`src/rtl/core/c2gb_pkg.sv`:
```
// shared constants, stage payload types and the month table for the calendar to week converter
package c2gb_pkg;

  localparam int unsigned DAYS_TO_EPOCH   = 723263;
  localparam int unsigned DAY_SECONDS     = 86400;
  localparam int unsigned SEC_PER_WEEK    = 604800;
  localparam int unsigned BDS_WEEK_OFFSET = 1356;
  localparam int unsigned BDS_SEC_OFFSET  = 14;
  // days are biased by whole weeks so the divide by seven never sees a negative count
  localparam int unsigned WEEK_BIAS       = 112;
  localparam int unsigned DAY_BIAS        = 7 * WEEK_BIAS;
  // reciprocal of 7 scaled by 2^23, exact for a 20 bit dividend
  localparam int unsigned RECIP7          = 1198373;
  localparam int unsigned RECIP7_SHIFT    = 23;
  // reciprocal of 4725 scaled by 2^33, exact for a 20 bit dividend (604800 = 128 * 4725)
  localparam int unsigned RECIP4725       = 1817976;
  localparam int unsigned RECIP4725_SHIFT = 33;

  // stage 1 result: signed day count since the epoch and time of day
  typedef struct packed {
    logic [20:0] days;
    logic [26:0] tod;
    logic [25:0] frac;
  } c2gb_date_t;

  // stage 3 result: week pieces ready for the final carry
  typedef struct packed {
    logic        neg;
    logic [2:0]  dow;
    logic [19:0] rem;
    logic [17:0] wsum;
    logic [25:0] frac;
  } c2gb_split_t;

  // floor(30.6001 * (m + 1)) with january and february moved to the previous year
  function automatic logic [8:0] month_days(input logic [3:0] month);
    logic [8:0] val;
    case (month)
      4'd0:    val = 9'd397;
      4'd1:    val = 9'd428;
      4'd2:    val = 9'd459;
      4'd3:    val = 9'd122;
      4'd4:    val = 9'd153;
      4'd5:    val = 9'd183;
      4'd6:    val = 9'd214;
      4'd7:    val = 9'd244;
      4'd8:    val = 9'd275;
      4'd9:    val = 9'd306;
      4'd10:   val = 9'd336;
      4'd11:   val = 9'd367;
      4'd12:   val = 9'd397;
      4'd13:   val = 9'd428;
      4'd14:   val = 9'd459;
      default: val = 9'd489;
    endcase
    return val;
  endfunction

endpackage

```
`src/rtl/core/c2gb_date.sv`:
```
// stage 1: day count from the julian date rule and time of day in whole seconds
module c2gb_date
  import c2gb_pkg::*;
#(
  parameter int FRAC_BITS = 20
) (
  input  logic        clk,
  input  logic        rst,
  input  logic        in_valid,
  output logic        in_stall,
  input  logic [11:0] year,
  input  logic [3:0]  month,
  input  logic [4:0]  day,
  input  logic [4:0]  hour,
  input  logic [5:0]  minute,
  input  logic [25:0] second_fixed,
  output logic        dn_valid,
  input  logic        dn_stall,
  output c2gb_date_t  dn_data
);

  localparam logic [25:0] FRAC_MASK = 26'((64'd1 << FRAC_BITS) - 64'd1);

  logic              early;
  logic signed [12:0] yadj;
  logic signed [23:0] quad;
  logic signed [23:0] qday;
  c2gb_date_t        data_next;
  logic              move;

  always_comb begin
    early = (month <= 4'd2);
    yadj  = early ? $signed({1'b0, year}) - 13'sd1 : $signed({1'b0, year});
    quad  = $signed({{11{yadj[12]}}, yadj}) * 24'sd1461;
    // arithmetic shift floors toward minus infinity for year -1
    qday  = quad >>> 2;
    data_next.days = qday[20:0] + 21'(month_days(month)) + 21'(day) - 21'(DAYS_TO_EPOCH);
    data_next.tod  = 27'(hour) * 27'(3600) + 27'(minute) * 27'(60)
                   + 27'(second_fixed >> FRAC_BITS);
    data_next.frac = second_fixed & FRAC_MASK;
  end

  assign move     = !dn_valid || !dn_stall;
  assign in_stall = !move;

  always_ff @(posedge clk) begin
    if (rst) begin
      dn_valid <= 1'b0;
    end else if (move) begin
      dn_valid <= in_valid;
    end
  end

  always_ff @(posedge clk) begin
    if (move) begin
      dn_data <= data_next;
    end
  end

endmodule

```
`src/rtl/core/c2gb_divide.sv`:
```
// stages 2 and 3: sign of the total, days split by seven and time of day split by week
module c2gb_divide
  import c2gb_pkg::*;
(
  input  logic        clk,
  input  logic        rst,
  input  logic        up_valid,
  output logic        up_stall,
  input  c2gb_date_t  up_data,
  output logic        dn_valid,
  input  logic        dn_stall,
  output c2gb_split_t dn_data
);

  // stage 2 registers
  logic               v2;
  logic signed [37:0] prod_day;
  logic [26:0]        tod;
  logic [19:0]        xd;
  logic [17:0]        qd;
  logic [7:0]         w2;
  logic [25:0]        frac;

  logic               move2;
  logic               move3;
  logic [19:0]        xd_next;
  logic signed [37:0] prod_next;
  logic [40:0]        qd_prod;
  logic [40:0]        tw_prod;
  logic [37:0]        total;
  logic [19:0]        back7;
  logic [26:0]        back_week;
  c2gb_split_t        split_next;

  assign move3    = !dn_valid || !dn_stall;
  assign move2    = !v2 || move3;
  assign up_stall = !move2;

  always_comb begin
    xd_next   = 20'(up_data.days + 21'(DAY_BIAS));
    prod_next = $signed({{17{up_data.days[20]}}, up_data.days}) * $signed(38'(DAY_SECONDS));
    qd_prod   = 41'(xd_next) * 41'(RECIP7);
    tw_prod   = 41'(up_data.tod[26:7]) * 41'(RECIP4725);
  end

  always_ff @(posedge clk) begin
    if (rst) begin
      v2 <= 1'b0;
    end else if (move2) begin
      v2 <= up_valid;
    end
  end

  always_ff @(posedge clk) begin
    if (move2) begin
      prod_day <= prod_next;
      tod      <= up_data.tod;
      xd       <= xd_next;
      qd       <= qd_prod[RECIP7_SHIFT +: 18];
      w2       <= tw_prod[RECIP4725_SHIFT +: 8];
      frac     <= up_data.frac;
    end
  end

  always_comb begin
    total      = prod_day + $signed({11'd0, tod});
    back7      = 20'(qd) * 20'd7;
    back_week  = 27'(w2) * 27'(SEC_PER_WEEK);
    split_next.neg  = total[37];
    split_next.dow  = 3'(xd - back7);
    split_next.rem  = 20'(tod - back_week);
    split_next.wsum = qd + 18'(w2);
    split_next.frac = frac;
  end

  always_ff @(posedge clk) begin
    if (rst) begin
      dn_valid <= 1'b0;
    end else if (move3) begin
      dn_valid <= v2;
    end
  end

  always_ff @(posedge clk) begin
    if (move3) begin
      dn_data <= split_next;
    end
  end

endmodule

```
`src/rtl/core/c2gb_assemble.sv`:
```
// stages 4 and 5: seconds of week with week carry, beidou offsets and the result register
module c2gb_assemble
  import c2gb_pkg::*;
#(
  parameter int FRAC_BITS = 20
) (
  input  logic               clk,
  input  logic               rst,
  input  logic               up_valid,
  output logic               up_stall,
  input  c2gb_split_t        up_data,
  output logic               out_valid,
  input  logic               out_stall,
  output logic [16:0]        gps_week,
  output logic [39:0]        gps_seconds,
  output logic signed [17:0] bds_week,
  output logic [39:0]        bds_seconds,
  output logic               before_epoch
);

  // stage 4 registers
  logic        v4;
  logic        neg;
  logic [19:0] sec;
  logic [17:0] week;
  logic [25:0] frac;

  logic        move4;
  logic        move5;
  logic [20:0] sum;
  logic        carry;
  logic        borrow;
  logic [19:0] bsec;
  logic [17:0] bweek;
  logic [63:0] gwide;
  logic [63:0] bwide;

  assign move5    = !out_valid || !out_stall;
  assign move4    = !v4 || move5;
  assign up_stall = !move4;

  always_comb begin
    sum   = 21'(up_data.dow) * 21'(DAY_SECONDS) + 21'(up_data.rem);
    carry = (sum >= 21'(SEC_PER_WEEK));
  end

  always_ff @(posedge clk) begin
    if (rst) begin
      v4 <= 1'b0;
    end else if (move4) begin
      v4 <= up_valid;
    end
  end

  always_ff @(posedge clk) begin
    if (move4) begin
      neg  <= up_data.neg;
      sec  <= carry ? 20'(sum - 21'(SEC_PER_WEEK)) : sum[19:0];
      week <= up_data.wsum + 18'(carry) - 18'(WEEK_BIAS);
      frac <= up_data.frac;
    end
  end

  always_comb begin
    // borrow a week when the beidou second offset underflows
    borrow = (sec < 20'(BDS_SEC_OFFSET));
    bsec   = borrow ? sec + 20'(SEC_PER_WEEK - BDS_SEC_OFFSET) : sec - 20'(BDS_SEC_OFFSET);
    bweek  = week - 18'(BDS_WEEK_OFFSET) - 18'(borrow);
    gwide  = (64'(sec) << FRAC_BITS) | 64'(frac);
    bwide  = (64'(bsec) << FRAC_BITS) | 64'(frac);
  end

  always_ff @(posedge clk) begin
    if (rst) begin
      out_valid <= 1'b0;
    end else if (move5) begin
      out_valid <= v4;
    end
  end

  always_ff @(posedge clk) begin
    if (move5) begin
      before_epoch <= neg;
      gps_week     <= neg ? 17'd0 : week[16:0];
      gps_seconds  <= neg ? 40'd0 : gwide[39:0];
      bds_week     <= neg ? 18'sd0 : $signed(bweek);
      bds_seconds  <= neg ? 40'd0 : bwide[39:0];
    end
  end

endmodule

```
`src/rtl/core/calendar_to_gps_bds_week_second_top.sv`:
```
// Calendar date and time of day to GPS and BeiDou week and seconds of week.
// A five stage pipeline that takes one timestamp every clock cycle while the
// output is not stalled; a stall on the output holds the full stages back to
// the first empty one, and the input is stalled only when the pipe is full.
// The stages are the day count from the Julian date rule, constant
// multiplies by the reciprocals of 7 and 604800, the carry into the week, and
// the BeiDou offsets (1356 weeks, 14 s) in the result register. Seconds carry
// FRAC_BITS fraction bits; instants before 1980-01-06 give all zero fields
// with before_epoch set.
module calendar_to_gps_bds_week_second_top
  import c2gb_pkg::*;
#(
  parameter int FRAC_BITS = 20
) (
  input  logic               clk,
  input  logic               rst,
  input  logic               in_valid,
  output logic               in_stall,
  input  logic [11:0]        year,
  input  logic [3:0]         month,
  input  logic [4:0]         day,
  input  logic [4:0]         hour,
  input  logic [5:0]         minute,
  input  logic [25:0]        second_fixed,
  output logic               out_valid,
  input  logic               out_stall,
  output logic [16:0]        gps_week,
  output logic [39:0]        gps_seconds,
  output logic signed [17:0] bds_week,
  output logic [39:0]        bds_seconds,
  output logic               before_epoch
);

  logic        date_valid;
  logic        date_stall;
  c2gb_date_t  date_data;
  logic        split_valid;
  logic        split_stall;
  c2gb_split_t split_data;

  c2gb_date #(
    .FRAC_BITS(FRAC_BITS)
  ) u_date (
    .clk          (clk),
    .rst          (rst),
    .in_valid     (in_valid),
    .in_stall     (in_stall),
    .year         (year),
    .month        (month),
    .day          (day),
    .hour         (hour),
    .minute       (minute),
    .second_fixed (second_fixed),
    .dn_valid     (date_valid),
    .dn_stall     (date_stall),
    .dn_data      (date_data)
  );

  c2gb_divide u_divide (
    .clk      (clk),
    .rst      (rst),
    .up_valid (date_valid),
    .up_stall (date_stall),
    .up_data  (date_data),
    .dn_valid (split_valid),
    .dn_stall (split_stall),
    .dn_data  (split_data)
  );

  c2gb_assemble #(
    .FRAC_BITS(FRAC_BITS)
  ) u_assemble (
    .clk          (clk),
    .rst          (rst),
    .up_valid     (split_valid),
    .up_stall     (split_stall),
    .up_data      (split_data),
    .out_valid    (out_valid),
    .out_stall    (out_stall),
    .gps_week     (gps_week),
    .gps_seconds  (gps_seconds),
    .bds_week     (bds_week),
    .bds_seconds  (bds_seconds),
    .before_epoch (before_epoch)
  );

endmodule

```
`config.mk`:
```
export PLATFORM = sky130hd
export DESIGN_NAME = calendar_to_gps_bds_week_second_top
export DESIGN_NICKNAME = d
export VERILOG_FILES = /design/src/rtl/core/c2gb_pkg.sv /design/src/rtl/core/c2gb_date.sv /design/src/rtl/core/c2gb_divide.sv /design/src/rtl/core/c2gb_assemble.sv /design/src/rtl/core/calendar_to_gps_bds_week_second_top.sv
export SDC_FILE = /design/constraint.sdc
export NUM_CORES = 1
export LEC_CHECK = 0
export ABC_CLOCK_PERIOD_IN_PS = 11600
export BUFFER_PORTS_ARGS = -buffer_cell sky130_fd_sc_hd__buf_2
export CAP_MARGIN = 25
export CORE_UTILIZATION = 55
export DETAILED_ROUTE_END_ITERATION = 10
export GPL_TIMING_DRIVEN = 0
export PLACE_DENSITY_LB_ADDON = 0.05
export SLEW_MARGIN = 20
export SYNTH_ARGS = -nofsm -noshare
export SYNTH_HDL_FRONTEND = slang
export SYNTH_HIERARCHICAL = 1
export SYNTH_SLANG_ARGS = --single-unit
export TNS_END_PERCENT = 10
```
`constraint.sdc`:
```
create_clock -name clk -period 11.6 [get_ports clk]
set_input_delay 0.58 -clock clk [delete_from_list [all_inputs] [get_ports clk]]
set_output_delay 0.58 -clock clk [all_outputs]
set_load 0.02 [all_outputs]
```
==> flow_summary.toml <==
[run_status]
outcome = "finished, final reports clean"

[drt]
routed_wirelength_um = 78520
drtAntennaViolNets = 0
wire_per_inst_um = 16.70
vias = 24383
dr.pass1.iters = 7
via_per_inst = 5.186
drt_iter0_drc = 908
drcViolationCount = 0

[synth]
synth_top_area_cell = "edfxtp_1"
synth_ff_type = "edfxtp_1"
syn_inst = 3477
synth_commonest_cells = "inv_1 (763), ha_1 (666), fa_1 (413)"
synth_area_um2 = 39600
async_flop_share = 0
synth.most_common_cell = "inv_1"
synth.distinct_cells = 106
ys_ff_latch = 404
syn_avg_cell_area_um2 = 11.39
yosysWarnings = 6
synth.area.top_cells = "edfxtp_1 (30%), ha_1 (21%), fa_1 (21%)"
synth_edf_count = 399
netlist.area_leader.share = 0.3025
synth-seq-area-share = 0.3051

[die]
fp.dieH_um = 270.3
coreArea_um2 = 71360
die-area_um2 = 73080
rows = 98
die_x_um = 270.3
start_util = 0.5550
num_io_pins = 180

[sta]
min_period_over_period = 0.7137
drv_slew = 0
fmax_mhz = 120.8
finClkSkew_ns = 0.02365
final.min_clock_period_ns = 8.279
rsz0062_at_grt = "no"
hold_viol = 0
slew_headroom = 0.3456
worstMarginPinSlew_ns = 0.9783
holdWs_ns = 0.1867
setup_violations = 0
fin_setup_tns_ns = 0

[global_routing]
grt_pass1_vias = 26112
grt_util_all_layers = 0.2227
grt_max_degree = 62
overflow = 0
antenna_found_initial = 1
grt_pass1_wl_um = 130400

[finish]
final_nets = 4861
diodes = 0
postLayoutCoreUtil = 0.6067
drive_above_1_share = 0.09248
fin_cells = 4702
area_growth_pct = 9.320
fillers = 5954

[cts]
cts.clk_slew.worst_paths_ns = 0.06
cts_root_buf = "clkbuf_16"
post-cts-setup-buffer-count = 0
cts_max_path_buffers = 3
cts_tree = "done"
ctsHtreeMaxLevel = 2
cts_buffers = 43
cts.sinks = 404
cts_hold_buf = 0
clk_latency_ns = 0.58
cts_resized = 0

[placed_design]
port_buffers = 178
place_inst = 4625
routabilityCongestion = 0.8940
dp_hpwl_um = 67380

[hold_path]
min_path_type = "in -> reg"
min-delay-start = "second_fixed[16]"

[worst_setup_path]
cpPeakStageDelay_ns = 0.74
critical_path_class = "reg -> reg"
cp-end-kind = "register"
crit_slowest_cell = "xnor2_1"
regToRegStartpoint = "u_date/dn_data[61]"
worstPathMaxFanout = 7
worstPathRequired_ns = 11.91
critPathLaunch = "u_date/dn_data[61]"
cp.arrival_ns = 8.59
crit_path_frequent_cell = "fa_1"
cp-start-kind = "register"

[flow_run]
maxCapViolations = 0
flip-flops by register name, indices dropped and copies added (netlist names), 3 cells and up:
signal	flops
u_assemble/bds_seconds	19
u_assemble/bds_week	18
u_assemble/frac	26
u_assemble/gps_seconds	40
u_assemble/gps_week	17
u_assemble/sec	20
u_assemble/week	18
u_date/dn_data	59
u_divide/dn_data	68
u_divide/frac	26
u_divide/prod_day	30
u_divide/qd	18
u_divide/tod	27
u_divide/w2	8
u_divide/xd	3
worst max-delay path, delay by kind of cell, from the launching register on:
| kind | cells | cell delay [ns] |
|---|---|---|
| and+or+nand+nor | 5 | 0.83 |
| xor gates and xnor gates | 2 | 0.87 |
| adders and majority gates | 9 | 3.74 |
| AOI/OAI and AO/OA | 7 | 1.61 |
| DFF | 1 | 0.54 |
| buffers and inverters | 4 | 0.42 |
routing by layer:
layer	GRT usage	routed length, um
met5	0	0
met4	0.05679	1815
met3	0.03174	3053
met2	0.3897	38750
met1	0.2895	34900
final cells by class:
cell class	count	area, um2	share of cell area
clock buffers	50	1102	0.02546
flip-flops and latches	404	12080	0.2791
multi-input cells	2272	24410	0.5639
repair buffers	184	1049	0.02422
plain buffers	52	349.1	0.008063
inverters	763	2864	0.06615
well taps	950	1189	0.02745
clock inverters	27	246.5	0.005693
stage by stage:
stage / setup WS (ns) / cell area (um2)
after global routing: 2.727 / 43300
after global placement: 1.047 / 41740
after floorplan: 3.766 / 39660
after detailed placement: 2.704 / 41950
final: 3.321 / 43300
after CTS: 3.323 / 43300
cell usage in the layout (no fill, tap or decap), drive strengths merged, types with 93 or more instances in the layout:
cell | Yosys | routed
edfxtp | 399 | 399
fa | 413 | 413
buf | 40 | 224
a21oi | 131 | 131
xnor2 | 156 | 156
nor2 | 156 | 156
inv | 763 | 766
nand2 | 93 | 93
ha | 666 | 666
xor2 | 94 | 94
cell families after synthesis:
kind of cell / Yosys count / share of synthesized area
buf+inv: 815 / 0.08113
mux: 7 / 0.002433
simple gates: 509 / 0.06597
compound gates: 412 / 0.07048
flops: 404 / 0.3051
xor+xnor: 250 / 0.05567
other cells: 1 / 0.00009469
fa+ha+maj: 1079 / 0.4192
worst paths after layout:
kind	cells after the start	to	slack (ns)
setup / recovery	27	u_divide/qd[7]	3.32
hold / removal	1	u_date/dn_data[16]	0.19
setup reg to reg	27	u_divide/qd[7]	3.32
hold reg to reg	0	u_divide/frac[14]	0.41
Power is left out: the tool's default activity adds up to more than one toggle a clock period on the data nets, which glitch-free logic cannot reach.
